File: config.mk
export PLATFORM = sky130hd
export DESIGN_NAME = pwm_beep_tone_sequencer_core
export DESIGN_NICKNAME = d
export VERILOG_FILES = /design/src/rtl/core/pbts_pkg.sv /design/src/rtl/core/pwm_beep_tone_sequencer_core.sv /design/src/rtl/core/pbts_div.sv /design/src/rtl/core/pbts_regs.sv
export SDC_FILE = /design/constraint.sdc
export NUM_CORES = 1
export LEC_CHECK = 0
export ABC_AREA = 1
export ABC_CLOCK_PERIOD_IN_PS = 9890
export CORE_UTILIZATION = 40
export CTS_CLUSTER_SIZE = 8
export DETAILED_ROUTE_END_ITERATION = 8
export DONT_BUFFER_PORTS = 1
export HOLD_SLACK_MARGIN = 0.06
export PLACE_DENSITY = 0.66
export SLEW_MARGIN = 30
export SYNTH_ARGS = -nofsm -noshare
export SYNTH_HDL_FRONTEND = slang
export SYNTH_SLANG_ARGS = --single-unit
File: constraint.sdc
create_clock -name i_clk -period 9.89 [get_ports i_clk]
set_input_delay 1.978 -clock i_clk [delete_from_list [all_inputs] [get_ports i_clk]]
set_output_delay 1.978 -clock i_clk [all_outputs]
set_load 0.01 [all_outputs]
File: src/rtl/core/pbts_pkg.sv
package pbts_pkg;

    typedef struct packed {
        logic        mode;
        logic [15:0] tone_hz;
        logic [15:0] duration_ms;
    } t_in_word;

    typedef struct packed {
        logic [15:0] duty_level;
        logic [11:0] clock_divider;
        logic [13:0] frames_left;
        logic        gap_active;
    } t_out_word;

    localparam logic        MODE_TICK      = 1'b0;
    localparam logic        MODE_BEEP      = 1'b1;

    localparam logic        REG_SYS_CLK    = 1'b0;
    localparam logic        REG_FRAME_RATE = 1'b1;

    localparam logic [27:0] SYS_CLK_RESET    = 28'd125000000;
    localparam logic [7:0]  FRAME_RATE_RESET = 8'd60;

    localparam logic [11:0] DIV_MIN  = 12'd16;
    localparam logic [11:0] DIV_MAX  = 12'd4080;
    localparam logic [9:0]  MS_PER_S = 10'd1000;

    // ceil(2^34 / 1000): exact floor(x / 1000) for any x below 2^24
    localparam logic [24:0] MS_RECIP       = 25'd17179870;
    localparam int          MS_RECIP_SHIFT = 34;

endpackage

File: src/rtl/core/pwm_beep_tone_sequencer_core.sv
// Channel   Direction  Handshake                    Word
// input     in         i_in_valid / o_in_ready      pbts_pkg::t_in_word
// output    out        o_out_valid / i_out_ready    pbts_pkg::t_out_word
// config    in         psel/penable/pwrite, pready  32-bit APB register write
//
// A tick goes straight to S_DONE, or through S_START and the divider when it ends the gap and
// starts a pending tone (straight from S_START to S_DONE if silent). A beep request runs S_MUL,
// S_RECIP and S_FRAMES, then S_DONE when it preempts and S_START onward otherwise: frames come from
// a reciprocal multiply, the PWM divider from one 32-step pass of the serial divider.
// Synchronous active-low reset clears all tone state; divider resets to 1.0.
// A word still waiting in the output register stalls the sequencer before its next write.
module pwm_beep_tone_sequencer_core #(
    parameter int PWM_WRAP_TOP = 255
) (
    input  logic                i_clk,
    input  logic                i_rst_n,
    input  logic                i_in_valid,
    output logic                o_in_ready,
    input  pbts_pkg::t_in_word  i_in_word,
    output logic                o_out_valid,
    input  logic                i_out_ready,
    output pbts_pkg::t_out_word o_out_word,
    input  logic                psel,
    input  logic                penable,
    input  logic                pwrite,
    input  logic [2:0]          paddr,
    input  logic [31:0]         pwdata,
    output logic [31:0]         prdata,
    output logic                pready
);

    localparam int          TopW = $clog2(PWM_WRAP_TOP + 2);
    localparam int          DenW = 16 + TopW;
    localparam int          NumW = 32;
    localparam logic [15:0] Half = 16'((PWM_WRAP_TOP + 1) / 2);

    typedef enum logic [3:0] {
        S_IDLE, S_MUL, S_RECIP, S_FRAMES, S_START, S_QGO, S_QWAIT, S_DONE
    } t_state;

    t_state r_state;

    logic [27:0] w_sys_clk_hz;
    logic [7:0]  w_frame_rate;

    logic [15:0]     r_hz;
    logic [15:0]     r_ms;
    logic [23:0]     r_prod;
    logic [14:0]     r_frames_q;
    logic [15:0]     r_start_hz;
    logic [DenW-1:0] r_den;

    logic [13:0] r_tone_left;
    logic        r_gap;
    logic [15:0] r_pend_hz;
    logic [13:0] r_hold_frames;
    logic [11:0] r_div;
    logic [15:0] r_level;

    logic                r_out_valid;
    pbts_pkg::t_out_word r_out_word;

    logic            w_div_start;
    logic [NumW-1:0] w_div_num;
    logic [DenW-1:0] w_div_den;
    logic            w_div_done;
    logic [NumW-1:0] w_div_quot;
    logic [48:0]     w_recip_prod;
    logic [13:0]     w_frames;
    logic [11:0]     w_clamped;
    logic            w_out_load;

    pbts_regs u_regs (
        .i_clk        (i_clk),
        .i_rst_n      (i_rst_n),
        .psel         (psel),
        .penable      (penable),
        .pwrite       (pwrite),
        .paddr        (paddr),
        .pwdata       (pwdata),
        .prdata       (prdata),
        .pready       (pready),
        .o_sys_clk_hz (w_sys_clk_hz),
        .o_frame_rate (w_frame_rate)
    );

    // serial divider: clk*16/den for the PWM divider
    assign w_div_start = (r_state == S_QGO);
    assign w_div_num   = {w_sys_clk_hz, 4'b0};
    assign w_div_den   = r_den;

    pbts_div #(
        .N (NumW),
        .D (DenW)
    ) u_div (
        .i_clk      (i_clk),
        .i_rst_n    (i_rst_n),
        .i_start    (w_div_start),
        .i_dividend (w_div_num),
        .i_divisor  (w_div_den),
        .o_done     (w_div_done),
        .o_quot     (w_div_quot)
    );

    // ms*rate/1000 as a multiply by the scaled reciprocal
    assign w_recip_prod = 49'(r_prod) * 49'(pbts_pkg::MS_RECIP);

    // a zero frame count becomes one, then the count wraps to 14 bits
    assign w_frames = (r_frames_q == '0) ? 14'd1 : r_frames_q[13:0];

    always_comb begin
        if (w_div_quot < NumW'(pbts_pkg::DIV_MIN)) begin
            w_clamped = pbts_pkg::DIV_MIN;
        end else if (w_div_quot > NumW'(pbts_pkg::DIV_MAX)) begin
            w_clamped = pbts_pkg::DIV_MAX;
        end else begin
            w_clamped = w_div_quot[11:0];
        end
    end

    assign w_out_load = (r_state == S_DONE) && (!r_out_valid || i_out_ready);

    always_ff @(posedge i_clk) begin
        if (!i_rst_n) begin
            r_state       <= S_IDLE;
            r_tone_left   <= '0;
            r_gap         <= 1'b0;
            r_pend_hz     <= '0;
            r_hold_frames <= '0;
            r_div         <= pbts_pkg::DIV_MIN;
            r_level       <= '0;
            r_out_valid   <= 1'b0;
        end else begin
            if (w_out_load) begin
                r_out_valid <= 1'b1;
            end else if (r_out_valid && i_out_ready) begin
                r_out_valid <= 1'b0;
            end
            case (r_state)
                S_IDLE: begin
                    if (i_in_valid) begin
                        r_hz <= i_in_word.tone_hz;
                        r_ms <= i_in_word.duration_ms;
                        if (i_in_word.mode == pbts_pkg::MODE_BEEP) begin
                            r_state <= S_MUL;
                        end else if (r_gap) begin
                            r_gap       <= 1'b0;
                            r_start_hz  <= r_pend_hz;
                            r_tone_left <= r_hold_frames;
                            r_state     <= S_START;
                        end else begin
                            if (r_tone_left != '0) begin
                                r_tone_left <= r_tone_left - 1'b1;
                                if (r_tone_left == 14'd1) begin
                                    r_level <= '0;
                                end
                            end
                            r_state <= S_DONE;
                        end
                    end
                end
                S_MUL: begin
                    r_prod  <= 24'(r_ms) * 24'(w_frame_rate);
                    r_state <= S_RECIP;
                end
                S_RECIP: begin
                    r_frames_q <= w_recip_prod[pbts_pkg::MS_RECIP_SHIFT +: 15];
                    r_state    <= S_FRAMES;
                end
                S_FRAMES: begin
                    if (r_tone_left != '0 || r_gap) begin
                        // silence now, hold the new tone behind a one-frame gap
                        r_level       <= '0;
                        r_tone_left   <= '0;
                        r_gap         <= 1'b1;
                        r_pend_hz     <= r_hz;
                        r_hold_frames <= w_frames;
                        r_state       <= S_DONE;
                    end else begin
                        r_tone_left <= w_frames;
                        r_start_hz  <= r_hz;
                        r_state     <= S_START;
                    end
                end
                S_START: begin
                    if (r_start_hz == '0) begin
                        r_level <= '0;
                        r_state <= S_DONE;
                    end else begin
                        r_den   <= DenW'(r_start_hz) * DenW'(PWM_WRAP_TOP + 1);
                        r_state <= S_QGO;
                    end
                end
                S_QGO: begin
                    r_state <= S_QWAIT;
                end
                S_QWAIT: begin
                    if (w_div_done) begin
                        r_div   <= w_clamped;
                        r_level <= Half;
                        r_state <= S_DONE;
                    end
                end
                S_DONE: begin
                    if (w_out_load) begin
                        r_out_word.duty_level    <= r_level;
                        r_out_word.clock_divider <= r_div;
                        r_out_word.frames_left   <= r_tone_left;
                        r_out_word.gap_active    <= r_gap;
                        r_state                  <= S_IDLE;
                    end
                end
                default: begin
                    r_state <= S_IDLE;
                end
            endcase
        end
    end

    assign o_in_ready  = (r_state == S_IDLE);
    assign o_out_valid = r_out_valid;
    assign o_out_word  = r_out_word;

endmodule

File: src/rtl/core/pbts_div.sv
module pbts_div #(
    parameter int N = 32,
    parameter int D = 17
) (
    input  logic         i_clk,
    input  logic         i_rst_n,
    input  logic         i_start,
    input  logic [N-1:0] i_dividend,
    input  logic [D-1:0] i_divisor,
    output logic         o_done,
    output logic [N-1:0] o_quot
);

    localparam int CW = $clog2(N + 1);

    logic [D-1:0]  r_rem;
    logic [N-1:0]  r_quo;
    logic [D-1:0]  r_dsr;
    logic [CW-1:0] r_cnt;
    logic          r_busy;
    logic          r_done;

    logic [D:0]    w_trial;
    logic          w_ge;
    logic [D:0]    w_diff;

    // one restoring step per cycle, quotient bits shift in behind the dividend
    assign w_trial = {r_rem, r_quo[N-1]};
    assign w_ge    = (w_trial >= {1'b0, r_dsr});
    assign w_diff  = w_trial - {1'b0, r_dsr};

    always_ff @(posedge i_clk) begin
        if (!i_rst_n) begin
            r_busy <= 1'b0;
            r_done <= 1'b0;
            r_cnt  <= '0;
        end else begin
            r_done <= 1'b0;
            if (i_start) begin
                r_rem  <= '0;
                r_quo  <= i_dividend;
                r_dsr  <= i_divisor;
                r_cnt  <= CW'(N);
                r_busy <= 1'b1;
            end else if (r_busy) begin
                r_rem <= w_ge ? w_diff[D-1:0] : w_trial[D-1:0];
                r_quo <= {r_quo[N-2:0], w_ge};
                r_cnt <= r_cnt - 1'b1;
                if (r_cnt == CW'(1)) begin
                    r_busy <= 1'b0;
                    r_done <= 1'b1;
                end
            end
        end
    end

    assign o_done = r_done;
    assign o_quot = r_quo;

endmodule

File: src/rtl/core/pbts_regs.sv
module pbts_regs (
    input  logic        i_clk,
    input  logic        i_rst_n,
    input  logic        psel,
    input  logic        penable,
    input  logic        pwrite,
    input  logic [2:0]  paddr,
    input  logic [31:0] pwdata,
    output logic [31:0] prdata,
    output logic        pready,
    output logic [27:0] o_sys_clk_hz,
    output logic [7:0]  o_frame_rate
);

    logic [27:0] r_sys_clk_hz;
    logic [7:0]  r_frame_rate;
    logic        w_index;

    assign w_index = paddr[2];
    assign pready  = 1'b1;

    always_ff @(posedge i_clk) begin
        if (!i_rst_n) begin
            r_sys_clk_hz <= pbts_pkg::SYS_CLK_RESET;
            r_frame_rate <= pbts_pkg::FRAME_RATE_RESET;
        end else if (psel && penable && pwrite) begin
            case (w_index)
                pbts_pkg::REG_SYS_CLK:    r_sys_clk_hz <= pwdata[27:0];
                pbts_pkg::REG_FRAME_RATE: r_frame_rate <= pwdata[7:0];
                default: ;
            endcase
        end
    end

    always_comb begin
        case (w_index)
            pbts_pkg::REG_SYS_CLK:    prdata = {4'b0, r_sys_clk_hz};
            pbts_pkg::REG_FRAME_RATE: prdata = {24'b0, r_frame_rate};
            default:                  prdata = '0;
        endcase
    end

    assign o_sys_clk_hz = r_sys_clk_hz;
    assign o_frame_rate = r_frame_rate;

endmodule

==> results of run 1 <==
-- per-layer routing --
metal | global-route usage, % | routed length (um) | vias to the layer above
met5 | 0 | 0 | -
met2 | 30.43 | 29420 | 439
li1 | - | - | 10080
met3 | 2.545 | 2929 | 62
met1 | 23.75 | 27790 | 9584
met4 | 4.148 | 979 | 0
-- metrics by stage --
step                      instance area, sq um  hold WS (ns)  util [%]
after floorplan                          27610        0.4003         -
after global placement                   28290        0.4021     41.83
after detailed placement                 28330        0.4062     41.89
after CTS                                29660        0.4053     43.85
after global routing                     29660        0.4170     43.85
final                                    29660        0.4127     43.85
-- cell usage in the layout, fill, tap and decap left out, types with 5 or more instances in the layout --
master / count
nand4_1: 32
or2_2: 5
clkbuf_16: 45
dfxtp_1: 106
xnor2_1: 8
nor4_1: 9
nand3_1: 94
o21ai_1: 18
buf_4: 11
fa_1: 260
xor2_1: 19
nand2_1: 599
o21ai_0: 170
inv_1: 734
a21oi_1: 189
nand3b_1: 8
ha_1: 319
nor2_4: 5
clkbuf_1: 32
a21o_1: 9
nor2_1: 256
o21bai_1: 9
edfxtp_1: 204
conb_1: 20
nor3_1: 35
-- sequential cells by signal, indices dropped and copies added (netlist names), 12 cells and up --
register             count
r_start_hz              16
r_hold_frames           14
r_frames_q              15
r_prod                  24
o_out_word              28
r_pend_hz               16
u_div.o_quot            32
u_div.r_rem             25
r_div                   12
u_div.r_dsr             16
u_regs.o_sys_clk_hz     28
r_tone_left             14
r_den                   16
r_ms                    16
r_hz                    16
-- cell families (layout without fill, tap and decap cells) --
kind of cell    Yosys count  after routing  synth area share (%)
compound gates          412            412                 7.783
xor+xnor                 27             27                0.8587
fa+ha+maj               579            579                 33.39
buf+inv                 840            834                 11.99
flops                   310            310                 29.95
other cells               2             20               0.02727
simple gates           1065           1065                 16.00
-- cell usage after synthesis (18+ instances only) --
cell | instances | area share, %
nand2_1 | 599 | 8.2
nor2_1 | 257 | 3.5
nand4_1 | 32 | 0.73
a21oi_1 | 189 | 3.4
clkbuf_1 | 47 | 0.64
nand3_1 | 94 | 1.7
nor3_1 | 39 | 0.71
inv_1 | 734 | 10
buf_4 | 22 | 0.60
ha_1 | 319 | 14
o21ai_0 | 171 | 3.1
o21ai_1 | 18 | 0.33
dfxtp_1 | 106 | 7.7
xor2_1 | 19 | 0.60
edfxtp_1 | 204 | 22
fa_1 | 260 | 19
-- worst max-delay path: stages, from the launching register on --
cell	delay, ns
edfxtp_1	0.74
inv_1	0.10
ha_1	0.44
fa_1	0.57
inv_1	0.04
ha_1	0.26
inv_1	0.05
fa_1	0.52
inv_1	0.06
fa_1	0.46
fa_1	0.54
inv_1	0.05
fa_1	0.52
inv_1	0.04
ha_1	0.30
nand2_1	0.10
nor2_1	0.22
inv_1	0.07
nor2_1	0.24
nand3_1	0.11
nand3_1	0.11
nand2_1	0.10
nand4_1	0.09
nand2_1	0.08
-- layout make-up --
| type | instances | area [sq um] | area share [%] |
|---|---|---|---|
| multi-input combinational | 2103 | 16110 | 54.31 |
| sequential | 310 | 8248 | 27.81 |
| inverter | 738 | 2770 | 9.341 |
| clock buffer | 80 | 1287 | 4.341 |
| tap | 873 | 1092 | 3.683 |
| timing repair buffer | 12 | 110.1 | 0.3713 |
| clock inverter | 4 | 41.29 | 0.1392 |
-- final timing paths --
kind | startpoint | to | slack (ns) | depth (start not counted)
worst max-delay path | r_prod[22] | r_frames_q[9] | 3.79 | 23
worst min-delay path | r_den[10] | u_div.r_dsr[10] | 0.41 | 0
worst max register to register | r_prod[22] | r_frames_q[9] | 3.79 | 23
worst min register to register | r_den[10] | u_div.r_dsr[10] | 0.41 | 0
==> impl_metrics.tcl, run 1 <==
set metrics [dict create \
    setup_viol_count_final 0 \
    cap_violations 0 \
    fin_tns_setup_ns 0 \
    required_ns 10.19 \
    setup.worst_path.class "flop to flop" \
    dp_hpwl_mm 48.80 \
    synthToLayoutAreaGrowth_pct 7.692 \
    cts_setup_buffers 0 \
    clock.fmax_ghz 0.1639 \
    h-tree-depth 2 \
    synth-main-ff-cell "edfxtp_1" \
    hold_path.class "flop to flop" \
    grt_usage_pct 17.80 \
    start_kind "flop" \
    dp_cells 4036 \
    hold_viol_final 0 \
    clkTransAtPathRegs_ns 0.05 \
    clkSinkCount 310 \
    core_sq_um 67630 \
    root_buffer "clkbuf_16" \
    portBuffers 0 \
    yosys_warnings 0 \
    vias_per_cell 4.894 \
    cts_buffers 45 \
    netlist_area_sq_um 27540 \
    fp.dieW_um 264.4 \
    num-fill-cells 6630 \
    cts.repair.resized 0 \
    arrival_ns 6.40 \
    worst-slew-pin-transition_ns 0.9957 \
    fp.dieArea_sq_um 69900 \
    maxSlewViolCount 0 \
    wire_per_inst_um 14.83 \
    fin_ws_ns 3.789 \
    ant_nets 0 \
    antenna_found_initial 0 \
    drc_errors 0 \
    drt_wl_total_mm 61.12 \
    crit_fanout 10 \
    period_minus_slack_ns 6.101 \
    relSlewSlack_pct 33.53 \
    dr.pass1.iters 6 \
    cts_buffer_depth 3 \
    grt_pass1_wl_mm 100.5 \
    synth-seq-area-share_pct 29.95 \
    fin_nets 3864 \
    end_kind "flop" \
    ys_ff_latch 310 \
    antennaDiodeCount 0 \
    avgSynthCellArea_sq_um 8.513 \
    start_util_pct 40.72 \
    dpl_worst_slack_ns 3.761 \
    routabilityCongestion 0.9582 \
    synthArstFlopShare_pct 0 \
    cts_tree "done" \
    grt_pass1_vias 19900 \
    instances_no_fill 4120 \
    std_cell_rows 95 \
    drt_iter0_markers 1330 \
    drive_above_1_share_pct 2.926 \
    grt_max_degree 73 \
    worstSkewPairLatency_ns 0.57 \
    vias 20160 \
    hold_buffers 0 \
    syn_inst 3235 \
    synth_edf_count 204 \
    period_share_pct 61.69 \
    die_h_um 264.4 \
    yosysUniqueCellTypes 45 \
    ios 153 \
    outcome "finished, final reports clean" \
    grt_overflow_total 0 \
    rsz0062_at_grt "false" \
    fin_skew_ns 0.01725 \
]
Power of run 1 is not shown: default switching activity piles up to over one toggle a cycle in this logic, so the estimate is an artifact.
==> run 2: changes to the inputs <==
--- a/config.mk
+++ b/config.mk
@@ -6,13 +6,13 @@
 export NUM_CORES = 1
 export LEC_CHECK = 0
 export ABC_AREA = 1
-export ABC_CLOCK_PERIOD_IN_PS = 9890
+export ABC_CLOCK_PERIOD_IN_PS = 5500
 export CORE_UTILIZATION = 40
 export CTS_CLUSTER_SIZE = 8
 export DETAILED_ROUTE_END_ITERATION = 8
 export DONT_BUFFER_PORTS = 1
 export HOLD_SLACK_MARGIN = 0.06
-export PLACE_DENSITY = 0.66
+export PLACE_DENSITY = 0.68
 export SLEW_MARGIN = 30
 export SYNTH_ARGS = -nofsm -noshare
 export SYNTH_HDL_FRONTEND = slang
==> constraint.sdc (replaced) <==
create_clock -name i_clk -period 5.5 [get_ports i_clk]
set_input_delay 1.1 -clock i_clk [delete_from_list [all_inputs] [get_ports i_clk]]
set_output_delay 1.1 -clock i_clk [all_outputs]
set_load 0.01 [all_outputs]
==> run 2 against run 1 <==
  * Sequential share of layout area fell by 1.8 points
  * Fmax up 11%
  * Final cell count grew 2.7%
==> impl_metrics.tcl, run 2 (synthesized netlist as in run 1, its figures left out) <==
set metrics [dict create \
    drt_iter0_markers 1274 \
    period_share_pct 99.98 \
    worst_r2r_path_depth 21 \
    arrival_ns 5.82 \
    setup.worst_path.class "flop to flop" \
    crit_buf_inv 7 \
    cts_buffers 45 \
    grt_overflow_total 0 \
    rsz0062_at_grt "true" \
    cts_tree "done" \
    vias 20910 \
    final_cell_mix "inv_1, nand2_1, ha_1, fa_1, nor2_1" \
    drt_wl_total_mm 63.83 \
    worst-slew-pin-transition_ns 0.8146 \
    crit_fanout 3 \
    fin_skew_ns 0.02785 \
    largest_reg_flops 32 \
    setup_viol_count_final 0 \
    place_area_sq_um 28940 \
    cp_top_family "adder cells" \
    synthToLayoutAreaGrowth_pct 15.04 \
    r2r_start "r_prod[17]" \
    crit_chain "buf_6, fa_1, inv_1, fa_1, inv_1, ha_4, fa_2, fa_1, fa_1, inv_1, fa_1, inv_1, ha_4, nand2_4, nor2_4, inv_2, buf_4, nor3_2, nand3_1, nand4_1, nand2_2" \
    critical_path.max_stage_delay_ns 0.54 \
    r2r_slack_ns 0.0008 \
    grt_pass1_vias 20430 \
    final_util_pct 46.84 \
    dp_hpwl_mm 49.59 \
    hold_buffers 0 \
    clock.fmax_ghz 0.1818 \
    core_sq_um 67630 \
    fp.dieArea_sq_um 69900 \
    h-tree-depth 2 \
    maxSlewViolCount 0 \
    hold_viol_final 0 \
    antenna_found_initial 3 \
    dpl_worst_slack_ns -0.2181 \
    relSlewSlack_pct 45.63 \
    outcome "finished, final reports clean" \
    ios 153 \
    start_util_pct 40.72 \
    ant_nets 0 \
    clkTransAtPathRegs_ns 0.05 \
    fin_nets 3972 \
    fp.dieW_um 264.4 \
    grt_usage_pct 18.18 \
    grt_max_degree 73 \
    worstSkewPairLatency_ns 0.57 \
    start_kind "flop" \
    drc_errors 0 \
    vias_per_cell 4.943 \
    crit_start "r_prod[17]" \
    required_ns 5.82 \
    cp_common_cell "fa_1" \
    std_cell_rows 95 \
    whs_path_depth 0 \
    root_buffer "clkbuf_16" \
    hold_path.class "flop to flop" \
    layout_commonest_cell "inv_1" \
    end_kind "flop" \
    cts_buffer_depth 3 \
    path_depth 21 \
    endpoint "r_frames_q[13]" \
    fin_ws_ns 0.0008278 \
    fin_area_sq_um 31680 \
    wire_per_inst_um 15.09 \
    rr_endpoint "r_frames_q[13]" \
    cp_slowest_cell "fa_2" \
    period_minus_slack_ns 5.499 \
    cap_violations 0 \
    drive_above_1_share_pct 12.28 \
    fin_tns_setup_ns 0 \
    clkSinkCount 310 \
    die_h_um 264.4 \
    grt_pass1_wl_mm 103.4 \
    routabilityCongestion 0.9214 \
    portBuffers 0 \
    dr.pass1.iters 6 \
]
## run 2: cell types whose count changed in the layout (fill, tap and decap cells not counted), sizes merged
cell and change:
clkbuf +1, inv -2, diode +3, buf +108
## run 2: per-stage QoR
step	instances	hold WS [ns]
after global placement	4119	0.4017
after CTS	4211	0.4029
after detailed placement	4119	0.4045
after global routing	4230	0.4209
final	4230	0.4052
after floorplan	3253	0.4003
## run 2: how the worst min path moves through the flow
stage,startpoint,end,slack [ns]
5_1_grt,r_den[11],u_div.r_dsr[11],0.42
3_5_place_dp,r_den[11],u_div.r_dsr[11],0.40
2_1_floorplan,r_den[10],u_div.r_dsr[10],0.40
6_report,r_den[22],u_div.r_dsr[22],0.41
3_3_place_gp,r_den[20],u_div.r_dsr[20],0.40
4_1_cts,r_den[8],u_div.r_dsr[8],0.40
## run 2: cell type report
cell class,instances,area [sq um]
clock inverters,2,38.79
fillers,6192,35950
repair buffers,120,980.9
flip-flops and latches,310,8248
clock buffers,81,1325
multi-input cells,2103,17220
diodes,3,7.507
well taps,873,1092
inverters,738,2773
## run 2: routing by layer
metal | routed length, um | GRT usage [%] | vias up
li1 | - | - | 10300
met1 | 27940 | 24.26 | 9970
met2 | 31040 | 30.83 | 550
met3 | 3328 | 2.425 | 86
met4 | 1521 | 5.123 | 0
met5 | 0 | 0 | -
## run 2: timing repair
item | CTS | global route
endpoints found under the setup margin | 15 | 15
gates cloned | 0 | 0
pin swaps | 25 | 142
setup buffers | 9 | 16
gates resized for setup | 72 | 217
Power of run 2 is left out for the same reason.
